--- config.mk ---
export PLATFORM = sky130hd
export DESIGN_NAME = mpeg_block_pixel_reconstruct
export DESIGN_NICKNAME = d
export VERILOG_FILES = /design/src/mbpr_pkg.sv /design/src/mbpr_decode.sv /design/src/mbpr_pixel.sv /design/src/mpeg_block_pixel_reconstruct.sv
export SDC_FILE = /design/constraint.sdc
export NUM_CORES = 1
export LEC_CHECK = 0
export ABC_AREA = 1
export BUFFER_PORTS_ARGS = -buffer_cell sky130_fd_sc_hd__buf_2
export CAP_MARGIN = 30
export CORE_ASPECT_RATIO = 1.5
export CORE_MARGIN = 4
export CORE_UTILIZATION = 45
export DETAILED_ROUTE_END_ITERATION = 7
export GPL_TIMING_DRIVEN = 1
export PLACE_DENSITY = 0.72
export RECOVER_POWER = 50
export SYNTH_ARGS = -nofsm -noshare
export SYNTH_HDL_FRONTEND = slang
export SYNTH_SLANG_ARGS = --single-unit
export TNS_END_PERCENT = 5
--- constraint.sdc ---
create_clock -name clk -period 11.9 [get_ports clk]
set_input_delay 1.785 -clock clk [delete_from_list [all_inputs] [get_ports clk]]
set_output_delay 1.785 -clock clk [all_outputs]
set_load 0.01 [all_outputs]
--- src/mbpr_pkg.sv ---
// ----------------------------------------------------------------------------
// mbpr_pkg
// Shared types and constants for the MPEG block pixel reconstruction pipeline.
// ----------------------------------------------------------------------------
package mbpr_pkg;

	// Field widths
	localparam int BLK_W    = 4;
	localparam int COORD_W  = 12;
	localparam int POS_W    = 3;
	localparam int RES_W    = 16;
	localparam int PIX_W    = 8;
	localparam int PLANE_W  = 2;
	localparam int ADDR_W   = 24;
	localparam int CFG_W    = 13;
	localparam int CFG_IDX_W = 2;
	localparam int CF_W     = 2;

	// Line index and horizontal offset: 4095 + 8 + 7 at most
	localparam int LINE_W   = 13;
	localparam int XSUM_W   = 13;

	// Intra blocks are level shifted by this amount
	localparam logic [PIX_W-1:0] INTRA_OFFSET = 8'd128;

	// Configuration register indexes
	typedef enum logic [CFG_IDX_W-1:0] {
		REG_FIELD_PICTURE   = 2'd0,
		REG_CHROMA_SAMPLING = 2'd1,
		REG_LUMA_WIDTH      = 2'd2,
		REG_CHROMA_WIDTH    = 2'd3
	} cfg_reg_t;

	// Chroma sampling formats
	localparam logic [CF_W-1:0] CF_420 = 2'd0;
	localparam logic [CF_W-1:0] CF_422 = 2'd1;
	localparam logic [CF_W-1:0] CF_444 = 2'd2;

	// Target planes
	localparam logic [PLANE_W-1:0] PLANE_Y  = 2'd0;
	localparam logic [PLANE_W-1:0] PLANE_CB = 2'd1;
	localparam logic [PLANE_W-1:0] PLANE_CR = 2'd2;

	// Reset values of the line widths
	localparam logic [CFG_W-1:0] LUMA_WIDTH_RST   = 13'd720;
	localparam logic [CFG_W-1:0] CHROMA_WIDTH_RST = 13'd360;

	// Address terms produced by the decode stage
	typedef struct packed {
		logic [PLANE_W-1:0] plane;
		logic               dbl_width;  // line pitch is twice the width
		logic [LINE_W-1:0]  line;       // line index within the plane
		logic [XSUM_W-1:0]  xsum;       // column within the plane
	} addr_terms_t;

endpackage

--- src/mbpr_decode.sv ---
// ----------------------------------------------------------------------------
// mbpr_decode
// Block position decode: plane, line width, line index and column of a pixel.
// ----------------------------------------------------------------------------
module mbpr_decode #(
	parameter int MAX_WIDTH = 4096,
	parameter int WW        = $clog2(MAX_WIDTH + 1)
) (
	input  logic [mbpr_pkg::BLK_W-1:0]   block_number,
	input  logic [mbpr_pkg::COORD_W-1:0] origin_x,
	input  logic [mbpr_pkg::COORD_W-1:0] origin_y,
	input  logic                         dct_field,
	input  logic [mbpr_pkg::POS_W-1:0]   row,
	input  logic [mbpr_pkg::POS_W-1:0]   column,
	input  logic                         field_picture,
	input  logic [mbpr_pkg::CF_W-1:0]    chroma_sampling,
	input  logic [mbpr_pkg::CFG_W-1:0]   luma_width,
	input  logic [mbpr_pkg::CFG_W-1:0]   chroma_line_width,
	output mbpr_pkg::addr_terms_t        terms,
	output logic [WW-1:0]                width
);

	localparam logic [WW-1:0] WMAX = WW'(MAX_WIDTH);

	logic                         luma;
	logic                         interleave;
	logic [mbpr_pkg::CFG_W-1:0]   w_raw;
	logic [mbpr_pkg::COORD_W-1:0] bx;
	logic [mbpr_pkg::COORD_W-1:0] by;
	logic [3:0]                   xoff;
	logic [3:0]                   yoff;
	logic [3:0]                   rowoff;

	always_comb begin
		luma  = (block_number[3:2] == 2'b00);
		w_raw = luma ? luma_width : chroma_line_width;
		// saturate the line width
		if ((mbpr_pkg::CFG_W + 1)'(w_raw) > (mbpr_pkg::CFG_W + 1)'(MAX_WIDTH)) begin
			width = WMAX;
		end else begin
			width = WW'(w_raw);
		end

		// chroma subsampling of the origin
		bx = origin_x;
		by = origin_y;
		if (!luma && chroma_sampling != mbpr_pkg::CF_444) bx = {1'b0, origin_x[11:1]};
		if (!luma && chroma_sampling == mbpr_pkg::CF_420) by = {1'b0, origin_y[11:1]};

		if (luma) begin
			terms.plane = mbpr_pkg::PLANE_Y;
			xoff        = {block_number[0], 3'b000};
			interleave  = !field_picture && dct_field;
		end else begin
			terms.plane = block_number[0] ? mbpr_pkg::PLANE_CR : mbpr_pkg::PLANE_CB;
			xoff        = {block_number[3], 3'b000};
			interleave  = !field_picture && dct_field &&
			              (chroma_sampling != mbpr_pkg::CF_420);
		end

		// field DCT: blocks interleave on alternate lines
		if (interleave) begin
			yoff   = {3'b000, block_number[1]};
			rowoff = {row, 1'b0};
		end else begin
			yoff   = {block_number[1], 3'b000};
			rowoff = {1'b0, row};
		end

		terms.dbl_width = field_picture;
		terms.line = mbpr_pkg::LINE_W'(by) + mbpr_pkg::LINE_W'(yoff) +
		             mbpr_pkg::LINE_W'(rowoff);
		terms.xsum = mbpr_pkg::XSUM_W'(bx) + mbpr_pkg::XSUM_W'(xoff) +
		             mbpr_pkg::XSUM_W'(column);
	end

endmodule

--- src/mbpr_pixel.sv ---
// ----------------------------------------------------------------------------
// mbpr_pixel
// Residual add with prediction or intra offset, clipped to 0..255.
// ----------------------------------------------------------------------------
module mbpr_pixel (
	input  logic signed [mbpr_pkg::RES_W-1:0] residual,
	input  logic [mbpr_pkg::PIX_W-1:0]        prediction,
	input  logic                              add_mode,
	output logic [mbpr_pkg::PIX_W-1:0]        pixel
);

	logic [mbpr_pkg::PIX_W-1:0]          base;
	logic signed [mbpr_pkg::RES_W:0]     sum;

	always_comb begin
		base = add_mode ? prediction : mbpr_pkg::INTRA_OFFSET;
		sum  = (mbpr_pkg::RES_W + 1)'(residual) +
		       $signed({{(mbpr_pkg::RES_W + 1 - mbpr_pkg::PIX_W){1'b0}}, base});
		// clip to pixel range
		if (sum[mbpr_pkg::RES_W]) begin
			pixel = '0;
		end else if (sum[mbpr_pkg::RES_W-1:mbpr_pkg::PIX_W] != '0) begin
			pixel = '1;
		end else begin
			pixel = sum[mbpr_pkg::PIX_W-1:0];
		end
	end

endmodule

--- src/mpeg_block_pixel_reconstruct.sv ---
// ----------------------------------------------------------------------------
// mpeg_block_pixel_reconstruct
// MPEG-1/2 per-pixel block reconstruction: frame address and add/clip.
// ----------------------------------------------------------------------------
// Takes one pixel request per clock and returns one result per clock while
// the output is not stalled. A request passes through three register stages
// and its result leaves the output register when the output is not stalled.
// Stage 1 decodes the block position and forms the clipped pixel, stage 2
// holds the single pitch-by-line multiplier, stage 3 adds the column and
// registers the output. Stalls fill pipeline bubbles first, so input is
// still taken while a result waits at the output. Configuration is to be
// written by the user only while idle; the block does not enforce this.
module mpeg_block_pixel_reconstruct #(
	parameter int MAX_WIDTH = 4096
) (
	input  logic                                 clk,
	input  logic                                 arst_n,
	// configuration
	input  logic                                 cfg_wr_en,
	input  logic [mbpr_pkg::CFG_IDX_W-1:0]       cfg_index,
	input  logic [mbpr_pkg::CFG_W-1:0]           cfg_data,
	// input channel
	input  logic                                 in_valid,
	output logic                                 in_stall,
	input  logic [mbpr_pkg::BLK_W-1:0]           block_number,
	input  logic [mbpr_pkg::COORD_W-1:0]         origin_x,
	input  logic [mbpr_pkg::COORD_W-1:0]         origin_y,
	input  logic                                 dct_field,
	input  logic                                 add_mode,
	input  logic [mbpr_pkg::POS_W-1:0]           row,
	input  logic [mbpr_pkg::POS_W-1:0]           column,
	input  logic signed [mbpr_pkg::RES_W-1:0]    residual,
	input  logic [mbpr_pkg::PIX_W-1:0]           prediction,
	// output channel
	output logic                                 out_valid,
	input  logic                                 out_stall,
	output logic [mbpr_pkg::PLANE_W-1:0]         plane,
	output logic [mbpr_pkg::ADDR_W-1:0]          address,
	output logic [mbpr_pkg::PIX_W-1:0]           pixel
);

	localparam int WW    = $clog2(MAX_WIDTH + 1);
	localparam int PW    = WW + 1;                   // pitch: width or twice
	localparam int PROD_W = PW + mbpr_pkg::LINE_W;

	// configuration registers
	logic                       field_picture_q;
	logic [mbpr_pkg::CF_W-1:0]  chroma_sampling_q;
	logic [mbpr_pkg::CFG_W-1:0] luma_width_q;
	logic [mbpr_pkg::CFG_W-1:0] chroma_width_q;

	always_ff @(posedge clk or negedge arst_n) begin
		if (!arst_n) begin
			field_picture_q   <= 1'b0;
			chroma_sampling_q <= mbpr_pkg::CF_420;
			luma_width_q      <= mbpr_pkg::LUMA_WIDTH_RST;
			chroma_width_q    <= mbpr_pkg::CHROMA_WIDTH_RST;
		end else if (cfg_wr_en) begin
			case (mbpr_pkg::cfg_reg_t'(cfg_index))
				mbpr_pkg::REG_FIELD_PICTURE:   field_picture_q   <= cfg_data[0];
				mbpr_pkg::REG_CHROMA_SAMPLING:
					chroma_sampling_q <= cfg_data[mbpr_pkg::CF_W-1:0];
				mbpr_pkg::REG_LUMA_WIDTH:      luma_width_q      <= cfg_data;
				mbpr_pkg::REG_CHROMA_WIDTH:    chroma_width_q    <= cfg_data;
				default: ;
			endcase
		end
	end

	// pipeline flow control: a stage moves when empty or when the next moves
	logic valid_s1, valid_s2, valid_s3;
	logic adv1, adv2, adv3;

	assign adv3     = !valid_s3 || !out_stall;
	assign adv2     = !valid_s2 || adv3;
	assign adv1     = !valid_s1 || adv2;
	assign in_stall = !adv1;

	always_ff @(posedge clk or negedge arst_n) begin
		if (!arst_n) begin
			valid_s1 <= 1'b0;
			valid_s2 <= 1'b0;
			valid_s3 <= 1'b0;
		end else begin
			if (adv1) valid_s1 <= in_valid;
			if (adv2) valid_s2 <= valid_s1;
			if (adv3) valid_s3 <= valid_s2;
		end
	end

	// stage 1: decode and pixel
	mbpr_pkg::addr_terms_t      terms;
	logic [WW-1:0]              width;
	logic [mbpr_pkg::PIX_W-1:0] pix_new;

	mbpr_decode #(
		.MAX_WIDTH(MAX_WIDTH),
		.WW       (WW)
	) u_decode (
		.block_number     (block_number),
		.origin_x         (origin_x),
		.origin_y         (origin_y),
		.dct_field        (dct_field),
		.row              (row),
		.column           (column),
		.field_picture    (field_picture_q),
		.chroma_sampling  (chroma_sampling_q),
		.luma_width       (luma_width_q),
		.chroma_line_width(chroma_width_q),
		.terms            (terms),
		.width            (width)
	);

	mbpr_pixel u_pixel (
		.residual  (residual),
		.prediction(prediction),
		.add_mode  (add_mode),
		.pixel     (pix_new)
	);

	mbpr_pkg::addr_terms_t      terms_s1;
	logic [PW-1:0]              pitch_s1;
	logic [mbpr_pkg::PIX_W-1:0] pixel_s1;

	always_ff @(posedge clk) begin
		if (adv1) begin
			terms_s1 <= terms;
			pitch_s1 <= terms.dbl_width ? {width, 1'b0} : {1'b0, width};
			pixel_s1 <= pix_new;
		end
	end

	// stage 2: line offset multiply
	logic [PROD_W-1:0]            prod_s2;
	logic [mbpr_pkg::XSUM_W-1:0]  xsum_s2;
	logic [mbpr_pkg::PLANE_W-1:0] plane_s2;
	logic [mbpr_pkg::PIX_W-1:0]   pixel_s2;

	always_ff @(posedge clk) begin
		if (adv2) begin
			prod_s2  <= PROD_W'(pitch_s1) * PROD_W'(terms_s1.line);
			xsum_s2  <= terms_s1.xsum;
			plane_s2 <= terms_s1.plane;
			pixel_s2 <= pixel_s1;
		end
	end

	// stage 3: final address, output register
	logic [mbpr_pkg::ADDR_W-1:0]  address_s3;
	logic [mbpr_pkg::PLANE_W-1:0] plane_s3;
	logic [mbpr_pkg::PIX_W-1:0]   pixel_s3;

	always_ff @(posedge clk) begin
		if (adv3) begin
			address_s3 <= mbpr_pkg::ADDR_W'(prod_s2) + mbpr_pkg::ADDR_W'(xsum_s2);
			plane_s3   <= plane_s2;
			pixel_s3   <= pixel_s2;
		end
	end

	assign out_valid = valid_s3;
	assign plane     = plane_s3;
	assign address   = address_s3;
	assign pixel     = pixel_s3;

endmodule

==> flow_summary.toml <==
[status]
status = "finished, violations left"
violations = "capacitance limit, slew limit"

[route]
first_iter_violations = 528
viasPerCell = 4.956
drc = 0
dr_total_vias = 10650
ant_nets = 0
drt_pre_antenna_iters = 6
routed_wl_um = 30610
wire_per_inst_um = 14.25

[sta]
clock.fmax_mhz = 175.6
fin_tns_setup_ns = 0
tightestPinTransition_ns = 1.880
skew_ns = 0.01255
slew_violations = 70
hold_viol = 0
post-route-period-util = 0.4786
slew_headroom = -0.2536
finalSetupViolCount = 0
layout_min_cycle_time_ns = 5.695
rsz0062_at_grt = "no"

[finish]
area_growth_pct = 10.39
final_nets = 2035
n_antenna_cell = 0
drive_above_1_share = 0.09180
final_common_cell = "nand2_1"
mostFrequentLayoutCells = "425 x nand2_1, 390 x inv_1, 134 x fa_1"

[worst_setup_path]
rrSetupSlack_ns = 6.50
crit_fanout = 36
worstPathArrival_ns = 3.91
critPathLaunchType = "input pin"
slowest_stage = "clkbuf_1"
end_kind = "output pin"
slowest_delay_ns = 1.34
cp.required_ns = 10.12
r2r_cells = 19
cp-endpoint = "in_stall"
crit_chain = "buf_2 -> nand2_1 -> clkbuf_1 -> nor2_1 -> inv_1 -> nor2_1 -> buf_2"
crit_type = "input pin to output pin"
r2r_start = "terms_s1[14]"
startpoint = "out_stall"
r2r-end = "prod_s2[20]"

[die]
die_y_um = 225.2
initial_core_util = 0.4561
die-area_um2 = 34420
coreArea_um2 = 31040
die_x_um = 152.8
pin_count = 116
rows = 79

[job]
max-cap-violations = 2

[logic_synthesis]
yosys-top-cells-area = "edfxtp_1 28%, fa_1 19%, nand2_1 11%, inv_1 10%, ha_1 8.0%"
synth_cells = 1635
yosysTopAreaCell = "edfxtp_1"
synth_nets = 1940
yosys_warnings = 0
ys_seq_elements = 163
async_flop_share = 0.1963
syn_area_um2 = 14160
syn_avg_cell_area_um2 = 8.658
ys_types = 45
synthFlopType = "edfxtp_1"
yosysSeqAreaShare = 0.3352
synth_edf_count = 131
synth_top_area_share = 0.2779

[clock_tree]
h-tree-depth = 4
cts.sinks = 163
cts_buffer_depth = 2
clk_latency_ns = 0.44
cts_hold_buf = 0
cts-buffers-inserted = 17
ctsResizeCount = 0
path_clk_slew_ns = 0.07
cts_tree = "yes"
cts_setup_buffers = 0
cts_root_buffer = "clkbuf_16"

[grt]
overflow = 0
grt_use_total = 0.1833
grt_pass1_vias = 11000
grt_start_max_net_pins = 50
grt_antenna_before_repair = 0
grt_pass1_wl_um = 51240

[placed_design]
place_hpwl_um = 24770
place.gp.congestion = 0.9441
io_buffers = 115

[worst_hold_path]
min_from = "terms_s1[0]"
hp-class = "flip-flop to flip-flop"
-- how the worst min path moves through the flow --
stage | endpoint | cells after the start
global route | pixel_s2[4] | 0
floorplan | pixel[0] | 0
detailed placement | pixel[3] | 0
global placement | plane_s2[1] | 0
finish | xsum_s2[0] | 0
CTS | pixel_s2[1] | 0
-- sequential cells by signal, summed over array words and instances, names as in the netlist --
| signal | cells |
|---|---|
| chroma_width_q | 13 |
| out_valid | 1 |
| pixel_s1 | 8 |
| plane_s2 | 2 |
| address | 24 |
| luma_width_q | 13 |
| valid_s2 | 1 |
| pitch_s1 | 14 |
| chroma_sampling_q | 2 |
| pixel | 8 |
| xsum_s2 | 13 |
| plane | 2 |
| valid_s1 | 1 |
| prod_s2 | 24 |
| field_picture_q | 1 |
| pixel_s2 | 8 |
| terms_s1 | 28 |
-- area by class of cell --
type                       count  area [um2]
clock buffer                  18       429.2
sequential                   163        4745
clock inverter                14       163.9
fill                        2898       15410
timing repair buffer         118       581.8
tap                          405       506.7
inverter                     396        1486
multi-input combinational   1034        7715
-- worst max-delay path: cells and delay by family --
kind                   cells  cell delay [ns]
buffers and inverters      4             1.86
AND/OR/NAND/NOR            3             0.25
-- logic make-up after synthesis --
logic type,after synthesis,share of synthesized area
AND/OR/NAND/NOR,589,0.1746
AO/OA/AOI/OAI,150,0.05754
multiplexers,3,0.002298
buffers and inverters,438,0.1191
adder cells (fa/ha/maj),225,0.2699
XOR/XNOR,67,0.04145
flip-flops,163,0.3352
-- layer usage --
layer | global-route usage | vias to the layer above | share of wire
met2 | 0.3620 | 293 | 0.56
met3 | 0.02594 | 94 | 0.039
met5 | 0 | - | 0
met4 | 0.07938 | 0 | 0.038
li1 | - | 5188 | -
met1 | 0.1910 | 5071 | 0.37
-- cells in the mapped netlist (4+ instances only) --
cell	number
nand2_1	425
inv_1	391
fa_1	134
edfxtp_1	131
ha_1	91
o21ai_0	69
nand3_1	60
nor2_1	51
a21oi_1	46
xor2_1	39
clkbuf_1	34
xnor2_1	28
dfrtp_1	24
nand4_1	12
o21ai_1	12
dfstp_2	8
nand2_2	8
a21o_1	7
nor3_1	7
buf_6	5
inv_2	5
a31oi_1	4
nor4_1	4
-- through the flow --
| step | worst slack, ns | area (um2) | hold WS [ns] | instances | util |
|---|---|---|---|---|---|
| 2_1_floorplan | 6.255 | 14160 | 0.4003 | 1635 | - |
| 3_3_place_gp | 6.455 | 15050 | 0.4003 | 2114 | 0.4848 |
| 3_5_place_dp | 6.414 | 15070 | 0.4045 | 2115 | 0.4854 |
| 4_1_cts | 6.407 | 15660 | 0.4207 | 2147 | 0.5046 |
| 5_1_grt | 5.926 | 15630 | 0.4250 | 2148 | 0.5035 |
| 6_report | 6.205 | 15630 | 0.4201 | 2148 | 0.5035 |
Power is not shown: default switching activity piles up to over one toggle a cycle in this logic, so the estimate is an artifact.
